$ cat src/hw/rtl/pcm_bytes_to_mono_fixed_macros.svh
// ----------------------------------------------------------------------------
// PCM bytes to mono fixed: assertion macros
// Concurrent assertion shorthands, empty when synthesizing.
// ----------------------------------------------------------------------------
`ifndef PCM_BYTES_TO_MONO_FIXED_MACROS_SVH
`define PCM_BYTES_TO_MONO_FIXED_MACROS_SVH

`ifndef SYNTHESIS
`define PBMF_ASSERT_NOW(label, clk, rstn, ante, cons) \
    label: assert property (@(posedge clk) disable iff (!(rstn)) (ante) |-> (cons)) \
        else $error("pbmf assertion failed");
`define PBMF_ASSERT_NEXT(label, clk, rstn, ante, cons) \
    label: assert property (@(posedge clk) disable iff (!(rstn)) (ante) |=> (cons)) \
        else $error("pbmf assertion failed");
`else
`define PBMF_ASSERT_NOW(label, clk, rstn, ante, cons)
`define PBMF_ASSERT_NEXT(label, clk, rstn, ante, cons)
`endif

`endif

$ cat src/hw/rtl/pbmf_pkg.sv
// ----------------------------------------------------------------------------
// PCM bytes to mono fixed: package
// Shared types and codes of the converter.
// ----------------------------------------------------------------------------
`default_nettype none

package pbmf_pkg;

    localparam logic [2:0] FMT_U8  = 3'd0;
    localparam logic [2:0] FMT_S16 = 3'd1;
    localparam logic [2:0] FMT_S24 = 3'd2;
    localparam logic [2:0] FMT_S32 = 3'd3;
    localparam logic [2:0] FMT_F32 = 3'd4;

    localparam logic [1:0] REG_FORMAT     = 2'd0;
    localparam logic [1:0] REG_BIG_ENDIAN = 2'd1;
    localparam logic [1:0] REG_CHANNELS   = 2'd2;
    localparam logic [1:0] REG_FRAMES     = 2'd3;

    typedef enum logic [2:0] {
        S_IDLE,
        S_ACC,
        S_ABS,
        S_DIV,
        S_SIGN
    } t_state;

    // A scaled sample as an operand of the shared adder.
    typedef struct packed {
        logic        sub;
        logic        ext;
        logic [31:0] val;
    } t_scaled;

endpackage

`default_nettype wire

$ cat src/hw/rtl/pbmf_scale.sv
// ----------------------------------------------------------------------------
// PCM bytes to mono fixed: sample scaling
// Maps an assembled sample word of the given format onto Q0.31, as an
// operand and an add or subtract request for the accumulator.
// ----------------------------------------------------------------------------
`default_nettype none

module pbmf_scale
    import pbmf_pkg::*;
(
    input  wire logic [31:0] i_word,
    input  wire logic [2:0]  i_format,
    output t_scaled          o_scaled
);

    logic [7:0]  w_exp;
    logic [22:0] w_man;
    logic [30:0] w_sig;
    logic [7:0]  w_amt;
    logic [30:0] w_shifted;

    assign w_exp     = i_word[30:23];
    assign w_man     = i_word[22:0];
    assign w_sig     = {1'b1, w_man, 7'd0};
    assign w_amt     = 8'd126 - w_exp;
    assign w_shifted = w_sig >> w_amt[4:0];

    always_comb begin
        o_scaled = '0;
        case (i_format)
            FMT_U8: begin
                o_scaled.ext = 1'b1;
                o_scaled.val = {~i_word[7], i_word[6:0], 24'd0};
            end
            FMT_S16: begin
                o_scaled.ext = 1'b1;
                o_scaled.val = {i_word[15:0], 16'd0};
            end
            FMT_S24: begin
                o_scaled.ext = 1'b1;
                o_scaled.val = {i_word[23:0], 8'd0};
            end
            FMT_F32: begin
                o_scaled.ext = 1'b0;
                o_scaled.sub = i_word[31];
                if (w_exp == 8'hFF && w_man != 23'd0) begin
                    o_scaled.sub = 1'b0;
                    o_scaled.val = 32'd0;
                end else if (w_exp == 8'd0) begin
                    o_scaled.val = 32'd0;
                end else if (w_exp >= 8'd127) begin
                    o_scaled.val = i_word[31] ? 32'h8000_0000 : 32'h7FFF_FFFF;
                end else if (w_exp <= 8'd95) begin
                    o_scaled.val = 32'd0;
                end else begin
                    o_scaled.val = {1'b0, w_shifted};
                end
            end
            default: begin
                o_scaled.ext = 1'b1;
                o_scaled.val = i_word;
            end
        endcase
    end

endmodule

`default_nettype wire

$ cat src/hw/rtl/pcm_bytes_to_mono_fixed.sv
// ----------------------------------------------------------------------------
// PCM bytes to mono fixed: top level
// Assembles raw audio bytes into samples, scales them to Q0.31 and emits the
// channel mean of each frame, flagging the final frame of a block.
// ----------------------------------------------------------------------------
// A byte that does not finish a sample leaves the block idle. A byte that finishes
// a sample but not its frame is accepted, and its scaled sample is then added into
// the frame sum in the accumulate state. A byte that finishes a frame also runs the
// absolute value, the bit-serial division of the frame sum by the channel count,
// which runs one quotient bit per cycle on the same adder that accumulates the
// samples, and the sign fix, which waits until the output register is free.
// The input stalls for that whole time; a finished result waits in the
// output register while the next bytes are taken.
`default_nettype none

`include "pcm_bytes_to_mono_fixed_macros.svh"

module pcm_bytes_to_mono_fixed
    import pbmf_pkg::*;
#(
    parameter int MAX_CHANNELS = 8
) (
    input  wire logic        i_clk,
    input  wire logic        i_rst_n,

    input  wire logic        psel,
    input  wire logic        penable,
    input  wire logic        pwrite,
    input  wire logic [3:0]  paddr,
    input  wire logic [31:0] pwdata,
    output logic [31:0]      prdata,
    output logic             pready,

    input  wire logic        i_valid,
    output logic             o_stall,
    input  wire logic [7:0]  i_data_byte,

    output logic             o_valid,
    input  wire logic        i_stall,
    output logic [31:0]      o_mono_sample,
    output logic             o_last_frame
);

    localparam int SUM_W = 32 + $clog2(MAX_CHANNELS);
    localparam int ADD_W = SUM_W + 1;
    localparam int CH_W  = $clog2(MAX_CHANNELS + 1);
    localparam int CI_W  = (MAX_CHANNELS > 1) ? $clog2(MAX_CHANNELS) : 1;
    localparam int CNT_W = $clog2(SUM_W + 1);

    logic [2:0]       r_format;
    logic             r_big_endian;
    logic [3:0]       r_channels;
    logic [23:0]      r_frames;

    t_state           r_state, n_state;
    logic [1:0]       r_byte_idx, n_byte_idx;
    logic [CI_W-1:0]  r_ch_idx, n_ch_idx;
    logic [31:0]      r_word, n_word;
    logic [SUM_W-1:0] r_sum, n_sum;
    logic [23:0]      r_frame_idx, n_frame_idx;
    logic [SUM_W-1:0] r_dvd, n_dvd;
    logic [CH_W-1:0]  r_rem, n_rem;
    logic             r_neg, n_neg;
    logic [CNT_W-1:0] r_cnt, n_cnt;
    logic             r_out_valid, n_out_valid;
    logic [31:0]      r_mono, n_mono;
    logic             r_last, n_last;

    logic             w_cfg_wr;
    logic             w_in_acc;
    logic             w_out_free;
    logic [1:0]       w_nb_m1;
    logic [CH_W-1:0]  w_ch;
    logic [23:0]      w_fc;
    logic [31:0]      w_word_in;
    logic [CH_W:0]    w_rem_sh;
    logic             w_last;
    t_scaled          w_scaled;

    logic [ADD_W-1:0] w_add_a, w_add_b, w_add;
    logic             w_add_sub;

    pbmf_scale u_scale (
        .i_word   (r_word),
        .i_format (r_format),
        .o_scaled (w_scaled)
    );

    assign pready   = 1'b1;
    assign w_cfg_wr = psel && penable && pwrite && pready;

    always_ff @(posedge i_clk) begin
        if (!i_rst_n) begin
            r_format     <= FMT_S16;
            r_big_endian <= 1'b0;
            r_channels   <= 4'd2;
            r_frames     <= 24'd1;
        end else if (w_cfg_wr) begin
            case (paddr[3:2])
                REG_FORMAT:     r_format     <= pwdata[2:0];
                REG_BIG_ENDIAN: r_big_endian <= pwdata[0];
                REG_CHANNELS:   r_channels   <= pwdata[3:0];
                REG_FRAMES:     r_frames     <= pwdata[23:0];
                default:        r_format     <= r_format;
            endcase
        end
    end

    always_comb begin
        case (paddr[3:2])
            REG_FORMAT:     prdata = {29'd0, r_format};
            REG_BIG_ENDIAN: prdata = {31'd0, r_big_endian};
            REG_CHANNELS:   prdata = {28'd0, r_channels};
            REG_FRAMES:     prdata = {8'd0, r_frames};
            default:        prdata = 32'd0;
        endcase
    end

    always_comb begin
        case (r_format)
            FMT_U8:  w_nb_m1 = 2'd0;
            FMT_S16: w_nb_m1 = 2'd1;
            FMT_S24: w_nb_m1 = 2'd2;
            default: w_nb_m1 = 2'd3;
        endcase
        if (r_channels == 4'd0) begin
            w_ch = CH_W'(1);
        end else if (32'(r_channels) > MAX_CHANNELS) begin
            w_ch = CH_W'(MAX_CHANNELS);
        end else begin
            w_ch = CH_W'(r_channels);
        end
        w_fc = (r_frames == 24'd0) ? 24'd1 : r_frames;
    end

    assign o_stall    = (r_state != S_IDLE);
    assign w_in_acc   = i_valid && !o_stall;
    assign w_out_free = !r_out_valid || !i_stall;
    assign w_word_in  = r_big_endian ? {r_word[23:0], i_data_byte}
                                     : r_word | (32'(i_data_byte) << {r_byte_idx, 3'd0});
    assign w_rem_sh   = {r_rem, r_dvd[SUM_W-1]};
    assign w_last     = (25'(r_frame_idx) + 25'd1) >= {1'b0, w_fc};

    // Shared adder: accumulation, absolute value, division steps and sign fix.
    always_comb begin
        w_add_a   = '0;
        w_add_b   = '0;
        w_add_sub = 1'b1;
        case (r_state)
            S_ACC: begin
                w_add_a   = {r_sum[SUM_W-1], r_sum};
                w_add_b   = w_scaled.ext
                          ? {{(ADD_W-32){w_scaled.val[31]}}, w_scaled.val}
                          : {{(ADD_W-32){1'b0}}, w_scaled.val};
                w_add_sub = w_scaled.sub;
            end
            S_ABS: begin
                w_add_b = {r_sum[SUM_W-1], r_sum};
            end
            S_DIV: begin
                w_add_a = ADD_W'(w_rem_sh);
                w_add_b = ADD_W'(w_ch);
            end
            S_SIGN: begin
                w_add_b = {1'b0, r_dvd};
            end
            default: begin
                w_add_sub = 1'b1;
            end
        endcase
    end

    assign w_add = w_add_a + (w_add_sub ? ~w_add_b : w_add_b) + ADD_W'(w_add_sub);

    always_comb begin
        n_state     = r_state;
        n_byte_idx  = r_byte_idx;
        n_ch_idx    = r_ch_idx;
        n_word      = r_word;
        n_sum       = r_sum;
        n_frame_idx = r_frame_idx;
        n_dvd       = r_dvd;
        n_rem       = r_rem;
        n_neg       = r_neg;
        n_cnt       = r_cnt;
        n_out_valid = r_out_valid && i_stall;
        n_mono      = r_mono;
        n_last      = r_last;
        case (r_state)
            S_IDLE: begin
                if (w_in_acc) begin
                    n_word = w_word_in;
                    if (r_byte_idx < w_nb_m1) begin
                        n_byte_idx = r_byte_idx + 2'd1;
                    end else begin
                        n_byte_idx = 2'd0;
                        n_state    = S_ACC;
                    end
                end
            end
            S_ACC: begin
                n_sum  = w_add[SUM_W-1:0];
                n_word = 32'd0;
                if ((32'(r_ch_idx) + 32'd1) < 32'(w_ch)) begin
                    n_ch_idx = r_ch_idx + CI_W'(1);
                    n_state  = S_IDLE;
                end else begin
                    n_ch_idx = '0;
                    n_state  = S_ABS;
                end
            end
            S_ABS: begin
                n_neg   = r_sum[SUM_W-1];
                n_dvd   = r_sum[SUM_W-1] ? w_add[SUM_W-1:0] : r_sum;
                n_sum   = '0;
                n_rem   = '0;
                n_cnt   = CNT_W'(SUM_W);
                n_state = S_DIV;
            end
            S_DIV: begin
                n_rem = w_add[ADD_W-1] ? w_rem_sh[CH_W-1:0] : w_add[CH_W-1:0];
                n_dvd = {r_dvd[SUM_W-2:0], !w_add[ADD_W-1]};
                n_cnt = r_cnt - CNT_W'(1);
                if (r_cnt == CNT_W'(1)) begin
                    n_state = S_SIGN;
                end
            end
            S_SIGN: begin
                if (w_out_free) begin
                    n_out_valid = 1'b1;
                    n_mono      = r_neg ? w_add[31:0] : r_dvd[31:0];
                    n_last      = w_last;
                    n_frame_idx = w_last ? 24'd0 : r_frame_idx + 24'd1;
                    n_state     = S_IDLE;
                end
            end
            default: begin
                n_state = S_IDLE;
            end
        endcase
    end

    always_ff @(posedge i_clk) begin
        if (!i_rst_n) begin
            r_state     <= S_IDLE;
            r_byte_idx  <= 2'd0;
            r_ch_idx    <= '0;
            r_word      <= 32'd0;
            r_sum       <= '0;
            r_frame_idx <= 24'd0;
            r_cnt       <= '0;
            r_out_valid <= 1'b0;
        end else begin
            r_state     <= n_state;
            r_byte_idx  <= n_byte_idx;
            r_ch_idx    <= n_ch_idx;
            r_word      <= n_word;
            r_sum       <= n_sum;
            r_frame_idx <= n_frame_idx;
            r_cnt       <= n_cnt;
            r_out_valid <= n_out_valid;
        end
    end

    always_ff @(posedge i_clk) begin
        r_dvd  <= n_dvd;
        r_rem  <= n_rem;
        r_neg  <= n_neg;
        r_mono <= n_mono;
        r_last <= n_last;
    end

    assign o_valid       = r_out_valid;
    assign o_mono_sample = r_mono;
    assign o_last_frame  = r_last;

    `PBMF_ASSERT_NOW(a_rem_below_divisor, i_clk, i_rst_n, r_state == S_DIV, r_rem < w_ch)
    `PBMF_ASSERT_NOW(a_sum_clear_at_frame_start, i_clk, i_rst_n,
        r_state == S_IDLE && r_ch_idx == '0, r_sum == '0)
    `PBMF_ASSERT_NEXT(a_result_loaded, i_clk, i_rst_n,
        r_state == S_SIGN && w_out_free, o_valid && r_state == S_IDLE)
    `PBMF_ASSERT_NEXT(a_sample_goes_to_acc, i_clk, i_rst_n,
        w_in_acc && r_byte_idx >= w_nb_m1, r_state == S_ACC)

endmodule

`default_nettype wire

$ cat config.mk
export PLATFORM = sky130hd
export DESIGN_NAME = pcm_bytes_to_mono_fixed
export DESIGN_NICKNAME = d
export VERILOG_FILES = /design/src/hw/rtl/pbmf_pkg.sv /design/src/hw/rtl/pbmf_scale.sv /design/src/hw/rtl/pcm_bytes_to_mono_fixed.sv
export VERILOG_INCLUDE_DIRS = /design/src /design/src/hw/rtl
export SDC_FILE = /design/constraint.sdc
export NUM_CORES = 1
export LEC_CHECK = 0
export BUFFER_PORTS_ARGS = -buffer_cell sky130_fd_sc_hd__buf_2
export CORE_ASPECT_RATIO = 1.25
export CORE_UTILIZATION = 37
export DETAILED_ROUTE_END_ITERATION = 16
export HOLD_SLACK_MARGIN = 0.03
export PLACE_DENSITY = 0.56
export SETUP_SLACK_MARGIN = 0.05
export SLEW_MARGIN = 25
export SYNTH_ARGS = -nofsm -noshare
export SYNTH_HDL_FRONTEND = slang
export SYNTH_SLANG_ARGS = --single-unit
$ cat constraint.sdc
create_clock -name i_clk -period 7 [get_ports i_clk]
set_input_delay 1.4 -clock i_clk [delete_from_list [all_inputs] [get_ports i_clk]]
set_output_delay 1.4 -clock i_clk [all_outputs]
set_load 0.01 [all_outputs]
Word-level counts from Yosys, hierarchy flattened
Cells that the tools add are included.
{"block": "word_totals", "in_bits": 51, "ff_bits": 211, "word_cells": 121}
{"block": "op_classes", "add_sub_neg": 9, "n_eq_ne": 16, "n_shift": 2, "n_bitwise": 3, "reduce_logical": 29, "order_cmp": 6, "muxes": 39}
{"operator": "32-bit 2-to-1 mux", "count": 7}
{"operator": "36-bit one-hot mux with 4 select lines", "count": 1}
{"operator": "35-bit one-hot mux with 2 select lines", "count": 2}
{"operator": "33-bit one-hot mux with 4 select lines", "count": 1}
{"operator": "32-bit one-hot mux with 4 select lines", "count": 1}
{"operator": "36-bit 2-to-1 mux", "count": 2}
{"operator": "36-bit one-hot mux with 2 select lines", "count": 1}
{"operator": "32-bit one-hot mux with 2 select lines", "count": 1}
{"operator": "24-bit 2-to-1 mux", "count": 2}
{"operator": "36-bit by 1-bit adder with 36-bit output", "count": 1}
{"operator": "36-bit adder", "count": 1}
{"operator": "36-bit inverter", "count": 1}
{"operator": "35-bit 2-to-1 mux", "count": 1}
{"operator": "32-bit bitwise OR", "count": 1}
{"operator": "8-bit by 5-bit << shifter with 32-bit output", "count": 1}
{"operator": "31-bit 2-to-1 mux", "count": 1}
{"operator": "31-bit by 5-bit >> shifter with 31-bit output", "count": 1}
{"operator": "24-bit by 1-bit adder with 25-bit output (second input constant)", "count": 1}
{"operator": "25-bit by 24-bit >= comparator with 1-bit output", "count": 1}
{"operator": "24-bit by 1-bit adder with 24-bit output (second input constant)", "count": 1}
{"operator": "24-bit zero test", "count": 1}
{"operator": "23-bit nonzero test", "count": 1}
{"operator": "3-bit 2-to-1 mux", "count": 5}
{"operator": "3-bit one-hot mux with 5 select lines", "count": 1}
{"operator": "36 further kinds", "count": 67}

Logic depth before layout (Yosys ltp)
{"block": "depth", "ltp_word": 15, "mapped_depth": 32, "depth_no_buf": 25}

Hierarchy
Synthesis repeated with hierarchy kept, for this count alone.
{"block": "hier_totals", "hier_cells": 2106, "hier_area_um2": 16822.4}
{"module": "pcm_bytes_to_mono_fixed", "area_each_um2": 14177.3, "seq_area_each_um2": 4954.8, "instances": 1, "cells_each": 1712}
{"module": "pbmf_scale", "area_each_um2": 2645.0, "seq_area_each_um2": 0.0, "instances": 1, "cells_each": 394}

Worst setup path before layout
Ideal clock, no wire load.
{"block": "synth_timing", "path_kind": "register -> register", "start": "register r_word[23]", "end": "register r_dvd[34] (data pin)", "setup_time_ns": 0.256, "synth_period_minus_slack_ns": 6.536, "arrival_time_ns": 6.279, "stages_incl_launch_ff": 32, "slack_ns": 0.464, "cell_sequence": "dfxtp_1 > clkbuf_2 > buf_2 > inv_1 > clkbuf_1 > ha_1 > buf_2 > buf_2 > buf_2 > mux2i_1 > nand2_1 > o21ai_0 > o21ai_0 > nand2_1 > nand2_1 > a22oi_1 > a21oi_1 > a21oi_1 > mux2_2 > a221o_1 > fa_1 > nor2b_1 > o21ai_0 > a21boi_0 > o31ai_1 > a211oi_1 > o21ai_0 > o31ai_1 > a211o_1 > a31oi_1 > a21bo_2 > a22o_1"}
{"block": "synth_via", "elab_chain_cells": 15}
{"item": "start: declaration", "line": "pcm_bytes_to_mono_fixed.sv:58", "rtl": "logic [31:0] r_word, n_word;"}
{"item": "start signal: assignment", "line": "pcm_bytes_to_mono_fixed.sv:257", "rtl": "r_word <= n_word;"}
{"item": "5-bit subtractor", "line": "pbmf_scale.sv:25", "rtl": "assign w_amt = 8'd126 - w_exp;"}
{"item": "31-bit by 5-bit >> shifter with 31-bit output", "line": "pbmf_scale.sv:26", "rtl": "assign w_shifted = w_sig >> w_amt[4:0];"}
{"item": "31-bit 2-to-1 mux", "line": "pbmf_scale.sv:53", "rtl": "end else if (w_exp <= 8'd95) begin"}
{"item": "32-bit 2-to-1 mux", "line": "pbmf_scale.sv:51", "rtl": "end else if (w_exp >= 8'd127) begin"}
{"item": "32-bit 2-to-1 mux", "line": "pbmf_scale.sv:49", "rtl": "end else if (w_exp == 8'd0) begin"}
{"item": "32-bit 2-to-1 mux", "line": "pbmf_scale.sv:46", "rtl": "if (w_exp == 8'hFF && w_man != 23'd0) begin"}
{"item": "33-bit one-hot mux with 4 select lines", "line": "pbmf_scale.sv:30", "rtl": "case (i_format)"}
{"item": "36-bit 2-to-1 mux", "line": "pcm_bytes_to_mono_fixed.sv:153", "rtl": "? {{(ADD_W-32){w_scaled.val[31]}}, w_scaled.val}"}
{"item": "36-bit one-hot mux with 4 select lines", "line": "pcm_bytes_to_mono_fixed.sv:149", "rtl": "case (r_state)"}
{"item": "36-bit inverter", "line": "pcm_bytes_to_mono_fixed.sv:173", "rtl": "assign w_add = w_add_a + (w_add_sub ? ~w_add_b : w_add_b) + ADD_W'(w_add_sub);"}
{"item": "36-bit 2-to-1 mux", "line": "pcm_bytes_to_mono_fixed.sv:173"}
{"item": "36-bit adder", "line": "pcm_bytes_to_mono_fixed.sv:173"}
{"item": "36-bit by 1-bit adder with 36-bit output *", "line": "pcm_bytes_to_mono_fixed.sv:173"}
{"item": "35-bit 2-to-1 mux *", "line": "pcm_bytes_to_mono_fixed.sv:214", "rtl": "n_dvd = r_sum[SUM_W-1] ? w_add[SUM_W-1:0] : r_sum;"}
{"item": "35-bit one-hot mux with 2 select lines *", "line": "pcm_bytes_to_mono_fixed.sv:189", "rtl": "case (r_state)"}
{"item": "net n_dvd[34]", "line": "pcm_bytes_to_mono_fixed.sv:61", "rtl": "logic [SUM_W-1:0] r_dvd, n_dvd;"}
{"item": "end signal: assignment", "line": "pcm_bytes_to_mono_fixed.sv:266", "rtl": "r_dvd <= n_dvd;"}
{"item": "end: declaration", "line": "pcm_bytes_to_mono_fixed.sv:61"}
The timed path passes the listed nets; every way through them passes the cells marked *.
A chain may end at the register's enable or synchronous reset.

Final worst setup path
{"block": "layout_timing", "start": "register r_word[24]", "end": "register r_dvd[34] (data pin)"}
Same word-level chain as after synthesis.

==> results.cfg <==
[clock_network]
cts-buffers-inserted = 25
cts_root_buffer = clkbuf_16
cts_tree = yes
path_clk_slew_ns = 0.06
cts_setup_buffers = 0
h-tree-depth = 1
cts_resized = 0
clock_sinks = 211
clockBufferDepth = 3
clk_latency_ns = 0.54
holdBufCountCts = 0

[power_and_ir_drop]
clockPowerShare_pct = 31.0
swShare_pct = 35.9
switchingPower_uw = 1530
seqPwrFrac_pct = 34.1
ir_drop_uv = 204
internal_power_uw = 2730
p_comb_share_pct = 34.9
p_leak_uw = 0.00696
power_density_mw_per_mm2 = 240

[worst_setup_path]
startpoint = r_word[24]
rr_startpoint = r_word[24]
crit_type = reg2reg
cp-end-kind = register
r2r-end = r_dvd[34]
slowest_delay_ns = 0.48
cpMostUsedCell = o21ai_0
cp_max_fo = 8
r2r.worst_path.cells = 25
regToRegSetupSlack_ns = 0.37
crit_buf_inv = 3
cp.arrival_ns = 6.93
crit_path_end = r_dvd[34]
cp.depth = 25
required_ns = 7.30
cp_top_family = compound AO/OA/AOI/OAI gates
slowest_stage = dfxtp_1
start_kind = register

[floorplan]
core-area_mm2 = 0.0423
die_w_um = 188
io_pins = 119
fp.dieH_um = 234
num_rows = 84
start_util_pct = 37.7
die_area_mm2 = 0.0439

[timing]
slew_headroom_pct = 33.2
rsz0062_at_grt = no
slew_viol_final = 0
fin_setup_tns_ns = 0
fin_ws_ns = 0.368
worst_slew_pin_slew_ns = 1.00
whs_ns = 0.498
layout_min_cycle_time_ns = 6.63
hold_violations = 0
fmax_mhz = 151
finalCritPeriodShare_pct = 94.7
setup_violations = 0
fin_skew_ns = 0.0176

[logic_synthesis]
synthSimpleGateAreaFrac_pct = 18.7
synthCells = 1937
syn-cell-area_mm2 = 0.0159
synth_compound_area_share_pct = 25.7
synth_mux_area_share_pct = 9.55
ys_ff_latch = 211
synth_area_per_cell_um2 = 8.23
synth_edf_count = 73
yosysWarnings = 0
synthAdderAreaFrac_pct = 5.68
synth_top_family_by_area = compound AO/OA/AOI/OAI gates
synthArstFlopShare_pct = 0
yosys_most_used_dff = dfxtp_1
synth-xor-area-share_pct = 3.30
synth_cell_type_count = 91
yosysSeqAreaShare_pct = 31.1

[place]
dpl_cell_area_mm2 = 0.0170
io_buffer_count = 99
pre_cts_slack_ns = 0.293
post-dp-hpwl_um = 39000
place.gp.congestion = 0.949

[detailed_routing]
first_iter_violations = 1395
drt.antenna.violating_nets = 0
drt-wirelength-per-cell_um = 22.0
drt-pass1-iter-count = 5
drc = 0
routed_wl_um = 55600
vias = 15292
viasPerCell = 6.05

[layout]
layout.nets = 2075
antenna-diode-count = 0
finalInstanceArea_mm2 = 0.0178
fillers = 4307
area.growth.synth_to_final_pct = 11.5
final_util_pct = 42.1
drive_gt1_share_pct = 15.6

[worst_hold_path]
hold_path_class = reg2reg

[job]
max-cap-violations = 0

[global_routing]
first_global_vias = 14739
antenna_found_initial = 1
grt.overflow.total = 0
grt_pass1_wl_um = 85600
grt_max_degree = 62
grt_util_all_layers_pct = 24.9

[status]
run_status = finished clean
state kept, by name, indices dropped and copies added, names as in the netlist:
register / count
o_last_frame: 1
r_frames: 24
r_neg: 1
r_state: 3
o_valid: 1
r_frame_idx: 24
r_cnt: 6
r_dvd: 35
o_mono_sample: 32
r_byte_idx: 2
r_ch_idx: 3
r_rem: 4
r_sum: 35
r_format: 3
r_word: 32
r_channels: 4
r_big_endian: 1
worst register-to-register path: cells and delay by family (launching register included):
kind            cells  cell delay [ns]
compound gates     17             3.93
fa+ha+maj           2             0.78
buf+inv             3             0.55
mux                 2             0.50
flops               1             0.48
simple gates        1             0.15
layer usage:
metal  wire length, um  global-route usage [%]
met1             22800                    30.0
met2             26300                    42.6
met3              3380                    3.68
met4              3110                    13.4
met5                10                       0
how the worst min path moves through the flow:
stage / cells after the start / startpoint / end / slack (ns)
4_1_cts: 2 / r_frames[12] / r_frames[12] / 0.50
3_5_place_dp: 1 / r_ch_idx[1] / r_ch_idx[1] / 0.49
2_1_floorplan: 0 / r_sum[34] / r_neg / 0.42
3_3_place_gp: 1 / r_ch_idx[1] / r_ch_idx[1] / 0.47
6_report: 1 / r_ch_idx[1] / r_ch_idx[1] / 0.50
5_1_grt: 1 / r_ch_idx[1] / r_ch_idx[1] / 0.52
synthesized netlist by cell type (all sizes together), types with 13 or more instances:
library cell / n / area (um^2)
o21ai: 119 / 599
inv: 55 / 206
o22ai: 13 / 95.1
nand3: 42 / 215
o21a: 17 / 128
ha: 70 / 876
dfxtp: 138 / 2760
edfxtp: 73 / 2190
xnor2: 41 / 359
nor2: 166 / 623
a222oi: 18 / 180
a22oi: 41 / 308
nor3: 26 / 130
a31oi: 13 / 81.3
a21oi: 191 / 960
and2: 38 / 238
mux2i: 89 / 891
nand2: 184 / 691
xor2: 19 / 166
mux2: 42 / 473
and3: 36 / 230
clkbuf: 144 / 542
a32o: 25 / 250
nor4: 16 / 100
a221oi: 14 / 123
nor2b: 30 / 188
buf: 32 / 193
o221a: 29 / 327
o211ai: 16 / 120
nand4: 19 / 119
a21o: 31 / 233
stage by stage:
stage,power (uW),std cells
after global placement,2910,2485
after global routing,4460,2529
after floorplan,2510,1944
after CTS,4260,2529
final,4260,2529
after detailed placement,2920,2485
power groups by stage:
stage / Combinational (uW) / Sequential [uW] / Clock [uW]
finish: 1480 / 1450 / 1320
global route: 1620 / 1460 / 1390
detailed placement: 1450 / 1470 / 0
CTS: 1460 / 1450 / 1350
floorplan: 1080 / 1430 / 0
global placement: 1440 / 1470 / 0
cell type report:
cell class / count / area, um^2 / share of cell area [%]
tap: 559 / 699 / 3.94
clock buffer: 35 / 673 / 3.79
multi-input combinational: 1501 / 10100 / 57.0
sequential: 211 / 4960 / 27.9
clock inverter: 9 / 123 / 0.690
timing repair buffer: 158 / 976 / 5.49
inverter: 56 / 210 / 1.18
placed cells by master, fill, tap and decap left out, types with 52 or more instances in the layout:
cell type / count
dfxtp_1: 136
buf_4: 56
nand2_1: 183
ha_1: 69
nor2_1: 160
buf_2: 99
a21oi_1: 190
edfxtp_1: 73
inv_1: 52
o21ai_0: 113
mux2i_1: 89
cell families (layout without fill, tap and decap cells):
logic type | count (synthesis) | count (layout)
AOI/OAI and AO/OA | 604 | 604
xor gates and xnor gates | 60 | 60
adders and majority gates | 72 | 72
buffers and inverters | 232 | 258
DFF | 211 | 211
muxes | 138 | 138
other | 2 | 9
and+or+nand+nor | 618 | 618
(Power assumes the default switching activity.)
